**src/sv/linked_page_chain_manager_top_assert.svh**
```systemverilog
// ----------------------------------------------------------------------------
// Linked page chain manager assertion macros
// Shared property shapes for the concurrent checks of the design.
// ----------------------------------------------------------------------------
`ifndef LINKED_PAGE_CHAIN_MANAGER_TOP_ASSERT_SVH
`define LINKED_PAGE_CHAIN_MANAGER_TOP_ASSERT_SVH

// Same-cycle implication, sampled on clk and quiet during reset.
`define LPCM_ASSERT_NOW(lbl, ante, cons) \
	lbl: assert property (@(posedge clk) disable iff (!arst_n) (ante) |-> (cons)) \
		else $error("lpcm check failed: same-cycle implication");

// Next-cycle implication, sampled on clk and quiet during reset.
`define LPCM_ASSERT_NEXT(lbl, ante, cons) \
	lbl: assert property (@(posedge clk) disable iff (!arst_n) (ante) |=> (cons)) \
		else $error("lpcm check failed: next-cycle implication");

`endif

```
**src/sv/lpcm_pkg.sv**
```systemverilog
// ----------------------------------------------------------------------------
// lpcm_pkg
// Constants, codes and the command type shared by the page chain manager.
// ----------------------------------------------------------------------------
package lpcm_pkg;

	localparam int PAGE_COUNT = 4096;
	localparam int PAGE_BYTES = 512;
	localparam int PAGE_SHIFT = 9;
	localparam int PG_W       = 12;
	localparam int HW_W       = 13;
	localparam int OFS_W      = 21;
	localparam int LEN_W      = 15;
	localparam int BYTES_W    = 9;
	localparam int CNT_W      = 7;
	localparam int STEP_W     = 13;
	localparam int MAX_CHAIN  = 64;
	localparam int DATA_BYTES = PAGE_BYTES - 8;
	localparam int DATA_UNITS = DATA_BYTES / 8;
	localparam int RECIP      = 65536 / DATA_UNITS;
	localparam int MAX_LEN    = MAX_CHAIN * DATA_BYTES;

	localparam logic [1:0] MODE_ALLOC = 2'd0;
	localparam logic [1:0] MODE_OVER  = 2'd1;
	localparam logic [1:0] MODE_READ  = 2'd2;
	localparam logic [1:0] MODE_FREE  = 2'd3;

	localparam logic [2:0] ST_OK       = 3'd0;
	localparam logic [2:0] ST_MISALIGN = 3'd1;
	localparam logic [2:0] ST_ZERO     = 3'd2;
	localparam logic [2:0] ST_EARLY    = 3'd3;
	localparam logic [2:0] ST_FULL     = 3'd4;

	typedef struct packed {
		logic [1:0]       mode;
		logic [PG_W-1:0]  start_pg;
		logic [LEN_W-1:0] len;
		logic [CNT_W-1:0] n;
		logic [2:0]       err;
	} cmd_t;

endpackage

```
**src/sv/lpcm_fifo.sv**
```systemverilog
// ----------------------------------------------------------------------------
// lpcm_fifo
// Two-entry command queue between the front end and the chain engine.
// ----------------------------------------------------------------------------
module lpcm_fifo (
	input  logic           clk,
	input  logic           arst_n,
	input  logic           push,
	input  lpcm_pkg::cmd_t din,
	output logic           full,
	input  logic           pop,
	output logic           empty,
	output lpcm_pkg::cmd_t dout
);

	lpcm_pkg::cmd_t entry_q [2];
	logic           wr_ptr_q;
	logic           rd_ptr_q;
	logic [1:0]     count_q;

	assign full  = (count_q == 2'd2);
	assign empty = (count_q == 2'd0);
	assign dout  = entry_q[rd_ptr_q];

	always_ff @(posedge clk or negedge arst_n) begin
		if (!arst_n) begin
			wr_ptr_q <= 1'b0;
			rd_ptr_q <= 1'b0;
			count_q  <= 2'd0;
		end else begin
			if (push) begin
				wr_ptr_q <= !wr_ptr_q;
			end
			if (pop) begin
				rd_ptr_q <= !rd_ptr_q;
			end
			if (push && !pop) begin
				count_q <= count_q + 2'd1;
			end else if (pop && !push) begin
				count_q <= count_q - 2'd1;
			end
		end
	end

	always_ff @(posedge clk) begin
		if (push) begin
			entry_q[wr_ptr_q] <= din;
		end
	end

endmodule

```
**config.mk**
```make
export PLATFORM = sky130hd
export DESIGN_NAME = lpcm_fifo
export DESIGN_NICKNAME = d
export VERILOG_FILES = /design/src/sv/linked_page_chain_manager_top_assert.svh /design/src/sv/lpcm_pkg.sv /design/src/sv/lpcm_fifo.sv
export SDC_FILE = /design/constraint.sdc
export NUM_CORES = 1
export LEC_CHECK = 0
export ABC_AREA = 0
export BUFFER_PORTS_ARGS = -buffer_cell sky130_fd_sc_hd__buf_4
export CAP_MARGIN = 20
export CELL_PAD_IN_SITES_DETAIL_PLACEMENT = 1
export CELL_PAD_IN_SITES_GLOBAL_PLACEMENT = 1
export CORE_MARGIN = 8
export CORE_UTILIZATION = 39
export DETAILED_ROUTE_END_ITERATION = 10
export GPL_TIMING_DRIVEN = 0
export PLACE_DENSITY_LB_ADDON = 0.25
export REMOVE_ABC_BUFFERS = 1
export SYNTH_ARGS = -nofsm -noshare
export SYNTH_HDL_FRONTEND = slang
export SYNTH_SLANG_ARGS = --single-unit
```
**constraint.sdc**
```tcl
create_clock -name clk -period 2.6 [get_ports clk]
set_clock_uncertainty 0.15 [all_clocks]
set_input_delay 0.39 -clock clk [delete_from_list [all_inputs] [get_ports clk]]
set_output_delay 0.39 -clock clk [all_outputs]
set_load 0.1 [all_outputs]
```
* After elaboration in Yosys (flattened, before gate mapping)
Memory sizes are Yosys's and may differ from the RTL's.
Cells that the tools add are included.
** Storage, ports and cells
- Flip-flop bits (word level) :: 4
- Bits in latches :: 0
- RAM bits :: 78
- Bits in read-only memories :: 0
- Input port bits :: 43
- Memories :: 1
** Memory list
- entry_q :: words 2, bits a word 39, read ports 1, clocked after Yosys merged registers in 0, wr ports 1, line lpcm_fifo.sv:16 : lpcm_pkg::cmd_t entry_q [2];
** Cells by class
- Add/sub/neg operators :: 2
- $mul :: 0
- Divide/modulo/power cells :: 0
- $lt $le $gt $ge :: 0
- Eq/ne operators :: 1
- Shift operators :: 0
- Multiplexer cells :: 4
- Bitwise gates (word level) :: 0
- Reductions and logical operators :: 8
** Operators with widths (count)
- logical NOT 1 bit :: 4
- 2-to-1 mux 2 bit :: 2
- adder 2 x 1 -> 2 bit (second input constant) :: 1
- == test 2 bit (second input constant) :: 1
- logical AND 1 bit :: 2
- logical NOT 2 bit :: 1
- 2-to-1 mux 1 bit :: 2
- nonzero test 2 bit :: 1
- subtractor 2 x 1 -> 2 bit (second input constant) :: 1

* Depth between registers and ports, before layout
- Depth after elaboration :: 4
- Mapped depth :: 5

* Worst setup path before layout
Ideal clock, no wire load.
- Path kind :: register -> register
- From :: register wr_ptr_q
- To :: memory entry_q[0][0] (netlist bit), enable pin
- Setup time :: 0.440 ns
- Data arrival time :: 2.149 ns
- Required time :: 2.010 ns
- Slack :: -0.139 ns
- Cell stages (with the launch flop) :: 2
- Buffers on the path :: 0
- Clock period less this slack :: 2.739 ns
- Cells stage by stage :: dfrtp_1 nor2b_1
** RTL lines
- start, declared :: line lpcm_fifo.sv:17 : logic wr_ptr_q;
- start signal, assigned :: line lpcm_fifo.sv:32 : wr_ptr_q <= !wr_ptr_q;
- end, declared :: line lpcm_fifo.sv:16
No word-level cell before the write port.

==> flow_metrics.env <==
export IMPL_outcome="finished, final reports clean"
export IMPL_die_h_um=104
export IMPL_hold_class="primary input to flop"
export IMPL_synth_most_common_cell="edfxtp_1"
export IMPL_yosysWarnings=0
export IMPL_drv_cap=0
export IMPL_reg2reg_to="entry_q[1][17]$_DFFE_PP_"
export IMPL_netlist_top_cells_area="edfxtp_1 78%, mux2_2 15%, dfrtp_1 3.3%"
export IMPL_crit_type="flop to primary output"
export IMPL_fin_tns_setup_ns=0
export IMPL_clk_pin_slew_worst_paths_ns=0.08
export IMPL_grt_max_degree=30
export IMPL_syn_area_mm2=0.00301
export IMPL_fp_row_count=32
export IMPL_worstHoldEndpoint="rd_ptr_q$_DFFE_PN0P_"
export IMPL_worst_pin_slew_ns=0.527
export IMPL_drc=0
export IMPL_io_pins=84
export IMPL_wl_met2_um=3210
export IMPL_antenna_cells=0
export IMPL_dp_hpwl_um=4040
export IMPL_crit_fanout=21
export IMPL_dp_cells=321
export IMPL_grt_use_total_pct=11.5
export IMPL_hold_depth=2
export IMPL_synth_cells=137
export IMPL_fin_nets=275
export IMPL_syn_to_final_growth_pct=34.0
export IMPL_fin_crit_ns=2.43
export IMPL_drv_slew=0
export IMPL_htreeDepth=3
export IMPL_fmax_mhz=412
export IMPL_place_port_buffers=83
export IMPL_avgSynthCellArea_um2=22.0
export IMPL_core_area_mm2=0.00761
export IMPL_worstPathRequired_ns=2.06
export IMPL_timing_hold_ws_ns=0.0799
export IMPL_ys_types=11
export IMPL_dieWidth_um=104
export IMPL_yosys_top_cells_count="78 x edfxtp_1, 39 x mux2_2, 4 x buf_6, 4 x dfrtp_1, 4 x xor2_1"
export IMPL_ys_flop_type="edfxtp_1"
export IMPL_grt_pass1_wl_um=9560
export IMPL_reg2reg_depth=2
export IMPL_regArea_mm2=0.00244
export IMPL_arrival_ns=1.89
export IMPL_crit_path_start_kind="flop"
export IMPL_drt_total_wl_um=5900
export IMPL_grt_pass1_vias=1855
export IMPL_die_area_mm2=0.0108
export IMPL_synth_top_area_cell="edfxtp_1"
export IMPL_met3RoutedLength_um=267
export IMPL_clkSinkCount=82
export IMPL_initial_core_util_pct=39.6
export IMPL_ant_nets=0
export IMPL_hold_violations=0
export IMPL_clk_path_buf_depth=2
export IMPL_reg2reg_from="wr_ptr_q$_DFFE_PN0P_"
export IMPL_highest_layer="met4"
export IMPL_yosysSeqAreaShare_pct=81.1
export IMPL_grt_setup_unrepaired="false"
export IMPL_num_vias=1544
export IMPL_drive_gt1_share_pct=60.4
export IMPL_slew_headroom_pct=64.8
export IMPL_first_iter_violations=30
export IMPL_cts_setup_buffers=0
export IMPL_setup_violations=0
export IMPL_crit_path_end_kind="primary output"
export IMPL_first_pass_iters=3
export IMPL_fillers=725
export IMPL_antenna_found_initial=0
export IMPL_hp_start="pop"
export IMPL_cts_root_buffer="clkbuf_8"
export IMPL_multiInputGateArea_um2=531
export IMPL_cts_made_buffers=9
export IMPL_cts_tree="done"
export IMPL_yosysTopAreaCellShare_pct=77.7
export IMPL_async_flop_share_pct=4.88
export IMPL_overflow=0
export IMPL_synth_edf_count=78
export IMPL_insertion_delay_ns=0.33
export IMPL_vias_per_cell=4.58
export IMPL_finalNonFillerCells=337
export IMPL_wl_met1_um=2280
export IMPL_gp_congestion=0.668
export IMPL_r2r_setup_slack_ns=1.06
export IMPL_synth_seq_cells=82
export IMPL_drt_wirelength_per_cell_um=17.5
export IMPL_fin_crit_sh_pct=93.4
[what timing repair did]
item                      4_1_cts  5_1_grt
hold buffers                    1        0
hold endpoints to repair        4        0
resized for setup               0        0
[per-layer routing]
layer	GRT usage, %	up-vias
met5	0	-
met4	7.45	0
met3	3.04	8
met2	20.4	39
met1	11.7	776
li1	-	721
[through the flow]
stage / utilization (%) / setup slack, ns / instance area, µm²
after global routing: 53.1 / 0.0682 / 4040
after global placement: 48.9 / -1.51 / 3720
after CTS: 53.1 / 0.122 / 4040
after detailed placement: 49.9 / 0.503 / 3800
final: 53.1 / 0.172 / 4040
after floorplan: - / -0.139 / 2970
[sequential cells by signal, summed over array words and instances, names as in the netlist]
name and cells:
entry_q 78, wr_ptr_q 1, count_q 2, rd_ptr_q 1
[critical path, stage by stage (launching register included)]
cell     delay, ns
dfrtp_2       0.71
buf_16        0.24
mux2_2        0.36
buf_4         0.23
[final cells by class]
cell class	instances	share of cell area (%)
Clock inverter	6	2.63
Tap cell	102	3.16
Clock buffer	9	3.07
Inverter	1	0.0930
Timing Repair Buffer	87	17.4
Sequential cell	82	60.5
Multi-Input combinational cell	50	13.1
[placed cells by master, fill, tap and decap left out, drive strengths merged, types with 2 or more instances in the layout]
cell and count:
buf 86, clkbuf 9, bufinv 3, dfrtp 4, mux2 39, nor2 2
nor2b 2, edfxtp 78, clkinv 2, xor2 4
[worst max path at each step]
stage | to | slack [ns] | from
floorplan | entry_q[0][0]$_DFFE_PP_ | -0.14 | wr_ptr_q$_DFFE_PN0P_
global placement | entry_q[0][30]$_DFFE_PP_ | -1.51 | push
detailed placement | dout[31] | 0.50 | rd_ptr_q$_DFFE_PN0P_
CTS | dout[31] | 0.12 | rd_ptr_q$_DFFE_PN0P_
global route | dout[31] | 0.07 | rd_ptr_q$_DFFE_PN0P_
finish | dout[31] | 0.17 | rd_ptr_q$_DFFE_PN0P_
[cells by family (layout without fill, tap and decap cells)]
| family | Yosys count | after routing | synth area share [%] |
|---|---|---|---|
| fa+ha+maj | 1 | 1 | 0.415 |
| mux | 39 | 39 | 14.6 |
| flops | 82 | 82 | 81.1 |
| simple gates | 5 | 5 | 0.872 |
| xor+xnor | 5 | 5 | 1.45 |
| buf+inv | 5 | 103 | 1.62 |
Power is not shown: default switching activity piles up to over one toggle a cycle in this logic, so the estimate is an artifact.
