File: config.mk
export PLATFORM = sky130hd
export DESIGN_NAME = lpcm_front
export DESIGN_NICKNAME = d
export VERILOG_FILES = /design/src/sv/linked_page_chain_manager_top_assert.svh /design/src/sv/lpcm_pkg.sv /design/src/sv/lpcm_front.sv
export SDC_FILE = /design/constraint.sdc
export NUM_CORES = 1
export LEC_CHECK = 0
export BUFFER_PORTS_ARGS = -buffer_cell sky130_fd_sc_hd__clkbuf_2
export CAP_MARGIN = 20
export CORE_MARGIN = 8
export CORE_UTILIZATION = 51
export DETAILED_ROUTE_END_ITERATION = 8
export PLACE_DENSITY = 0.81
export SYNTH_ARGS = -nofsm -noshare
export SYNTH_HDL_FRONTEND = slang
export SYNTH_SLANG_ARGS = --single-unit
File: constraint.sdc
create_clock -name clk -period 3.77 [get_ports clk]
set_input_delay 0.5655 -clock clk [delete_from_list [all_inputs] [get_ports clk]]
set_output_delay 0.5655 -clock clk [all_outputs]
set_load 0.1 [all_outputs]
File: src/sv/linked_page_chain_manager_top_assert.svh
// ----------------------------------------------------------------------------
// Linked page chain manager assertion macros
// Shared property shapes for the concurrent checks of the design.
// ----------------------------------------------------------------------------
`ifndef LINKED_PAGE_CHAIN_MANAGER_TOP_ASSERT_SVH
`define LINKED_PAGE_CHAIN_MANAGER_TOP_ASSERT_SVH

// Same-cycle implication, sampled on clk and quiet during reset.
`define LPCM_ASSERT_NOW(lbl, ante, cons) \
	lbl: assert property (@(posedge clk) disable iff (!arst_n) (ante) |-> (cons)) \
		else $error("lpcm check failed: same-cycle implication");

// Next-cycle implication, sampled on clk and quiet during reset.
`define LPCM_ASSERT_NEXT(lbl, ante, cons) \
	lbl: assert property (@(posedge clk) disable iff (!arst_n) (ante) |=> (cons)) \
		else $error("lpcm check failed: next-cycle implication");

`endif

File: src/sv/lpcm_pkg.sv
// ----------------------------------------------------------------------------
// lpcm_pkg
// Constants, codes and the command type shared by the page chain manager.
// ----------------------------------------------------------------------------
package lpcm_pkg;

	localparam int PAGE_COUNT = 4096;
	localparam int PAGE_BYTES = 512;
	localparam int PAGE_SHIFT = 9;
	localparam int PG_W       = 12;
	localparam int HW_W       = 13;
	localparam int OFS_W      = 21;
	localparam int LEN_W      = 15;
	localparam int BYTES_W    = 9;
	localparam int CNT_W      = 7;
	localparam int STEP_W     = 13;
	localparam int MAX_CHAIN  = 64;
	localparam int DATA_BYTES = PAGE_BYTES - 8;
	localparam int DATA_UNITS = DATA_BYTES / 8;
	localparam int RECIP      = 65536 / DATA_UNITS;
	localparam int MAX_LEN    = MAX_CHAIN * DATA_BYTES;

	localparam logic [1:0] MODE_ALLOC = 2'd0;
	localparam logic [1:0] MODE_OVER  = 2'd1;
	localparam logic [1:0] MODE_READ  = 2'd2;
	localparam logic [1:0] MODE_FREE  = 2'd3;

	localparam logic [2:0] ST_OK       = 3'd0;
	localparam logic [2:0] ST_MISALIGN = 3'd1;
	localparam logic [2:0] ST_ZERO     = 3'd2;
	localparam logic [2:0] ST_EARLY    = 3'd3;
	localparam logic [2:0] ST_FULL     = 3'd4;

	typedef struct packed {
		logic [1:0]       mode;
		logic [PG_W-1:0]  start_pg;
		logic [LEN_W-1:0] len;
		logic [CNT_W-1:0] n;
		logic [2:0]       err;
	} cmd_t;

endpackage

File: src/sv/lpcm_front.sv
// ----------------------------------------------------------------------------
// lpcm_front
// Takes requests, checks them and works out the page count for the back end.
// ----------------------------------------------------------------------------
module lpcm_front (
	input  logic                         clk,
	input  logic                         arst_n,
	input  logic                         start,
	output logic                         busy,
	input  logic [1:0]                   mode,
	input  logic [lpcm_pkg::OFS_W-1:0]   start_offset,
	input  logic [lpcm_pkg::LEN_W-1:0]   byte_length,
	input  logic                         fifo_full,
	output logic                         push,
	output lpcm_pkg::cmd_t               cmd
);

	logic                       s1_valid_q;
	logic [1:0]                 mode_s1;
	logic [lpcm_pkg::OFS_W-1:0] ofs_s1;
	logic [lpcm_pkg::LEN_W-1:0] len_s1;
	logic [12:0]                x_s1;
	logic [23:0]                prod_s1;
	logic                       s2_valid_q;
	lpcm_pkg::cmd_t             cmd_s2;

	logic [15:0] y_d;
	logic [12:0] x_d;
	logic [23:0] prod_d;
	logic [7:0]  q0;
	logic [13:0] m63;
	logic [13:0] r63;
	logic [7:0]  n_d;
	logic [lpcm_pkg::PG_W-1:0] pg_d;
	logic [2:0]  err_d;
	logic        accept;
	logic        load_s2;

	// Ceiling of length over 504 as the floor of (length + 503) / 8 / 63,
	// by reciprocal multiply and one correction step.
	assign y_d    = {1'b0, byte_length} + 16'(lpcm_pkg::DATA_BYTES - 1);
	assign x_d    = y_d[15:3];
	assign prod_d = 24'(x_d) * 24'(lpcm_pkg::RECIP);

	assign q0  = prod_s1[23:16];
	assign m63 = {q0, 6'b0} - {6'b0, q0};
	assign r63 = {1'b0, x_s1} - m63;
	assign n_d = (r63 >= 14'(lpcm_pkg::DATA_UNITS)) ? q0 + 8'd1 : q0;
	assign pg_d = ofs_s1[lpcm_pkg::OFS_W-1:lpcm_pkg::PAGE_SHIFT];

	always_comb begin
		err_d = lpcm_pkg::ST_OK;
		if (mode_s1 != lpcm_pkg::MODE_ALLOC &&
		    (ofs_s1[lpcm_pkg::PAGE_SHIFT-1:0] != '0 || pg_d == '0)) begin
			err_d = lpcm_pkg::ST_MISALIGN;
		end else if (mode_s1 == lpcm_pkg::MODE_FREE) begin
			err_d = lpcm_pkg::ST_OK;
		end else if (len_s1 == '0) begin
			err_d = lpcm_pkg::ST_ZERO;
		end else if (len_s1 > lpcm_pkg::LEN_W'(lpcm_pkg::MAX_LEN)) begin
			err_d = lpcm_pkg::ST_FULL;
		end
	end

	assign accept  = start && !s1_valid_q;
	assign busy    = s1_valid_q;
	assign push    = s2_valid_q && !fifo_full;
	assign load_s2 = s1_valid_q && (!s2_valid_q || push);
	assign cmd     = cmd_s2;

	always_ff @(posedge clk or negedge arst_n) begin
		if (!arst_n) begin
			s1_valid_q <= 1'b0;
			s2_valid_q <= 1'b0;
		end else begin
			if (accept) begin
				s1_valid_q <= 1'b1;
			end else if (load_s2) begin
				s1_valid_q <= 1'b0;
			end
			if (load_s2) begin
				s2_valid_q <= 1'b1;
			end else if (push) begin
				s2_valid_q <= 1'b0;
			end
		end
	end

	always_ff @(posedge clk) begin
		if (accept) begin
			mode_s1 <= mode;
			ofs_s1  <= start_offset;
			len_s1  <= byte_length;
			x_s1    <= x_d;
			prod_s1 <= prod_d;
		end
		if (load_s2) begin
			cmd_s2.mode     <= mode_s1;
			cmd_s2.start_pg <= pg_d;
			cmd_s2.len      <= len_s1;
			cmd_s2.n        <= n_d[lpcm_pkg::CNT_W-1:0];
			cmd_s2.err      <= err_d;
		end
	end

endmodule

Word-level counts from Yosys, hierarchy flattened. Cells that the tools add are included.

Register bits after elaboration: 112. Latch bits: 0. Bits in writable memories: 0. Memory bits (read-only): 0. Input port bits: 42. Output and inout port bits: 41. Word-level logic and storage cells: 47. Memories kept: 0.

Add/subtract/negate cells: 4. $mul: 1. Divide/modulo/power cells: 0. Magnitude comparators: 2. Equality and inequality tests: 1. Shift operators: 0. Multiplexer cells: 8. Bitwise logic cells: 0. Reductions and logical operators: 17.

Operator list (count): $mul A13 B7 Y20 const B (1); $add A15 B9 Y16 const B (1); $gt A15 B15 Y1 const B (1); $logic_not A15 Y1 (1); $ge A14 B6 Y1 const B (1); $sub A13 B14 Y14 (1); $sub A14 B8 Y14 (1); $logic_not A12 Y1 (1); $reduce_bool A9 Y1 (1); $add A7 B1 Y7 const B (1); $mux W7 (1); $reduce_bool A2 Y1 (3); $mux W1 (5); $logic_and A1 B1 Y1 (4); $logic_not A1 Y1 (3); $mux W3 (1); $reduce_or A3 Y1 (1); $eq A2 B2 Y1 const B (1); $logic_or A1 B1 Y1 (2); $mux W2 (1); $reduce_or A2 Y1 (1).

Longest topological paths before layout.
Word-level depth: 6. Gate-level depth with buffers: 14. Depth with buffers taken out: 14.

Worst setup path before layout. No wires, ideal clock.

Kind: flip-flop to flip-flop. From: register s1_valid_q (netlist: busy). To: register cmd_s2 (netlist bit cmd[0]), enable pin. Setup time: 0.495 ns. Arrival: 3.920 ns. Required time: 3.275 ns. Setup slack: -0.645 ns. Stages on the path, launching flop included: 2. Buffers on the path: 0. Period minus slack after synthesis: 4.415 ns. Path through: dfrtp_1 -> a21boi_0.

Cells in the longest elaborated chain, start to end: 1.

Ends and longest elaborated chain: from (decl) (RTL line lpcm_front.sv:18) `logic s1_valid_q;`; from (signal assigned) (RTL line lpcm_front.sv:73) `s1_valid_q <= 1'b0;`; from (signal assigned) (RTL line lpcm_front.sv:77) `s1_valid_q <= 1'b1;`; from (signal assigned) (RTL line lpcm_front.sv:79) `s1_valid_q <= 1'b0;`; $logic_and A1 B1 Y1 (RTL line lpcm_front.sv:68) `assign load_s2 = s1_valid_q && (!s2_valid_q || push);`; net load_s2 (RTL line lpcm_front.sv:37) `logic load_s2;`; to (decl) (RTL line lpcm_front.sv:25) `lpcm_pkg::cmd_t cmd_s2;`.

The timed path passes the listed nets, and every way through them passes these cells. A chain may end at the register's enable or synchronous reset.

Worst setup path after layout.
From: input byte_length[8] (netlist name). To: register prod_s1[19] (data pin).

Cells in the longest elaborated chain, start to end: 2.

Ends and longest elaborated chain: from (decl) (RTL line lpcm_front.sv:12) `input logic [lpcm_pkg::LEN_W-1:0] byte_length,`; $add A15 B9 Y16 (RTL line lpcm_front.sv:41) `assign y_d = {1'b0, byte_length} + 16'(lpcm_pkg::DATA_BYTES - 1);`; net y_d[12] (RTL line lpcm_front.sv:27) `logic [15:0] y_d;`; $mul A13 B7 Y20 (RTL line lpcm_front.sv:43) `assign prod_d = 24'(x_d) * 24'(lpcm_pkg::RECIP);`; net prod_d[19] (RTL line lpcm_front.sv:29) `logic [23:0] prod_d;`; to (signal assigned) (RTL line lpcm_front.sv:95) `prod_s1 <= prod_d;`; to (decl) (RTL line lpcm_front.sv:23) `logic [23:0] prod_s1;`.

The timed path passes the listed nets, and every way through them passes these cells.

==> run_results.csv <==
group,metric,value,unit
run_status,status,"complete, no violations",
power,cellPowerDensity,553,nW/µm²
power,share_seq_of_total_power,45.4,%
route,finalWirelength,9.36,mm
synth,synth_common_cells,"edfxtp_1 (98), ha_1 (36), inv_1 (35), nor2_1 (24), xnor2_1 (20)",
cells_and_area,final_cells,565,
route,first_pass_iters,4,
global_route,grt_pass1_wl,14.8,mm
setup_path,start_kind,"primary input",
timing,slew_viol_final,0,
setup_path,cp.arrival,3.68,ns
synth,synth_area,4750,µm²
setup_path,critical_path_class,"primary input to register",
clock_tree,cts_made_buffers,9,
clock_tree,post_cts_buffers,0,
clock_tree,cts_resized,0,
synth,yosysMostFrequentCell,"edfxtp_1",
floorplan,fp.dieH,113,µm
synth,yosys.area.top_type_share,61.9,%
global_route,globalRoute.totalOverflow,0,
route,first_iter_violations,161,
synth,async_flop_share,2.00,%
synth,seq_area_frac_synth,62.9,%
placement,place.gp.congestion,0.843,
power,ir_drop,358,µV
synth,syn_inst,344,
synth,synth_cell_types,51,
placement,numPortBuffers,82,
synth,yosys.area.top_type,"edfxtp_1",
cells_and_area,register_area,2990,µm²
power,p_leak,2.28,nW
cells_and_area,multiInputGateArea,1640,µm²
synth,ys_ff_latch,100,
setup_path,cp-end-kind,"register",
route,avgViaCountPerCell,5.50,
timing,fin_setup_tns,0,ns
timing,final_hold_viol_count,0,
global_route,track_usage,15.0,%
floorplan,rows,35,
timing,min_period_over_period,94.9,%
timing,fin_worst_skew,0.00526,ns
synth,avgSynthCellArea,13.8,µm²
min_path,hp-class,"primary input to register",
clock_tree,path_clk_slew,0.09,ns
route,vias,3108,
route,ant_nets,0,
power,p_sw_share,36.8,%
setup_path,crit_buf_inv,2,
power,switchingPower,1.15,mW
timing,setup_viol,0,
power,p_clk_share,20.8,%
synth,synthesis.nets,424,
synth,synth-edff-count,98,
timing,slew-limit-headroom,61.3,%
setup_path,critPathMaxStageDelay,0.53,ns
synth,ys.flop_type,"edfxtp_1",
cells_and_area,fillCellCount,682,
job,drv_cap,0,
clock_tree,cts-root-buf,"clkbuf_8",
setup_path,crit_chain,"clkbuf_2 -> or4_4 -> o31ai_4 -> nor2_1 -> nand2_1 -> xnor2_1 -> ha_1 -> ha_1 -> or3_1 -> a31oi_1 -> o31ai_1 -> nor2_1 -> a21oi_2 -> buf_4 -> xor2_1",
cells_and_area,drive_gt1_share,27.1,%
timing,fmax,280,MHz
global_route,antenna_found_initial,0,
placement,dp.cells,547,
power,internal_power,1.97,mW
cells_and_area,syn_to_final_growth,18.3,%
setup_path,slowest_stage,"or4_4",
setup_path,cpLargestDelayFamily,"simple AND/OR/NAND/NOR gates",
clock_tree,htree_levels,3,
timing,tightest_slew,0.583,ns
synth,ys_top_cells_by_area,"edfxtp_1 (62%), ha_1 (9.5%), xnor2_1 (3.7%), inv_1 (2.8%), nor2_1 (1.9%)",
timing,rsz0062_at_grt,"no",
power,p_comb_share,33.8,%
global_route,grt_pass1_vias,3113,
clock_tree,cts_tree,"yes",
synth,yosysWarnings,0,
route,routedWlPerCell,16.6,µm
timing,fin_crit,3.58,ns
clock_tree,cts.sinks,100,
power,total_power,3.11,mW
cells_and_area,nets,529,
floorplan,core_area,9150,µm²
cells_and_area,final_util,61.5,%
route,drc_errors,0,
placement,place_hpwl,7.50,mm
clock_tree,cts_buffer_depth,2,
cells_and_area,diodes,0,
floorplan,dieArea,12700,µm²
floorplan,initial_utilization,51.9,%
global_route,grt_max_degree,40,
clock_tree,clk_latency,0.36,ns
setup_path,cp_max_fo,5,
floorplan,die_w,113,µm
floorplan,io_pins,83,
setup_path,required,3.88,ns
[cell type report]
class                      count  share of cell area [%]
clock inverter                 6                    1.13
multi-input combinational    207                    29.2
inverter                      35                    2.34
tap                          111                    2.47
clock buffer                  10                    2.27
sequential                   100                    53.2
timing repair buffer          96                    9.43
[power by group through the flow]
stage	clock, mW	sequential, mW	combinational [mW]
2_1_floorplan	0	1.79	0.466
3_3_place_gp	0	1.43	1.01
3_5_place_dp	0	1.44	1.04
4_1_cts	0.660	1.42	1.04
5_1_grt	0.703	1.42	1.12
6_report	0.649	1.41	1.05
[registers in the layout, indices dropped and copies added (netlist names)]
register,flops
prod_s1,8
s2_valid_q,1
len_s1,15
busy,1
ofs_s1,21
mode_s1,2
x_s1,13
cmd,39
[per-layer routing]
metal  up-vias  share of wire [%]  track usage (%)
li1       1496                  -                -
met1      1507                 41             16.3
met2        90                 53             26.8
met3        15                4.5             3.44
met4         0                2.2             7.73
met5         -                  0                0
[worst reg2reg max path, cell delays in order (launching register included)]
cell	delay, ns
edfxtp_1	0.43
fa_1	0.52
inv_1	0.04
ha_1	0.39
a211o_1	0.33
o22a_1	0.23
a221oi_2	0.29
xnor2_1	0.16
nor4_4	0.47
mux2_4	0.34
[what timing repair did]
| action | 4_1_cts | 5_1_grt |
|---|---|---|
| endpoints found under the hold margin | 2 | 0 |
| hold buffers | 1 | 0 |
| setup endpoints to repair | 0 | 5 |
[cells in the final DEF (no fill, tap or decap), types with 10 or more instances in the layout]
cell type	netlist	routed
nor2_1	24	24
xnor2_1	20	20
clkbuf_2	1	82
inv_1	35	35
o21ai_0	12	12
edfxtp_1	98	98
a21oi_1	10	10
nand3_1	10	10
ha_1	36	36
buf_4	0	12
[cells by family (layout without fill, tap and decap cells)]
kind of cell             Yosys count  count (layout)  share of synthesized area, %
multiplexers                       4               4                         0.947
AO/OA/AOI/OAI                     53              53                          8.24
other                              1               1                        0.0789
flip-flops                       100             100                          62.9
adder cells (fa/ha/maj)           38              38                          10.3
AND/OR/NAND/NOR                   87              87                          10.1
XOR/XNOR                          24              24                          4.42
buffers and inverters             37             147                          2.95
[through the flow]
step | instance area, µm² | hold slack, ns | setup slack (ns)
floorplan | 4760 | 0.270 | 0.168
global route | 5630 | 0.351 | 0.0502
finish | 5630 | 0.378 | 0.193
global placement | 5400 | 0.351 | 0.0766
CTS | 5610 | 0.362 | 0.222
detailed placement | 5400 | 0.354 | -0.143
[worst paths after layout]
kind                                        from                endpoint  slack, ns  cells past startpoint
max                               byte_length[8]   prod_s1[19]$_DFFE_PP_       0.19                     15
min                             start_offset[16]    ofs_s1[16]$_DFFE_PP_       0.38                      1
max reg2reg                prod_s1[17]$_DFFE_PP_        cmd[4]$_DFFE_PP_       0.33                      9
min reg2reg                 ofs_s1[19]$_DFFE_PP_       cmd[35]$_DFFE_PP_       0.45                      0
max in group asynchronous                 arst_n        busy$_DFFE_PN0P_       3.14                      2
min in group asynchronous                 arst_n  s2_valid_q$_DFFE_PN0P_       0.53                      2
(Power assumes the default switching activity.)
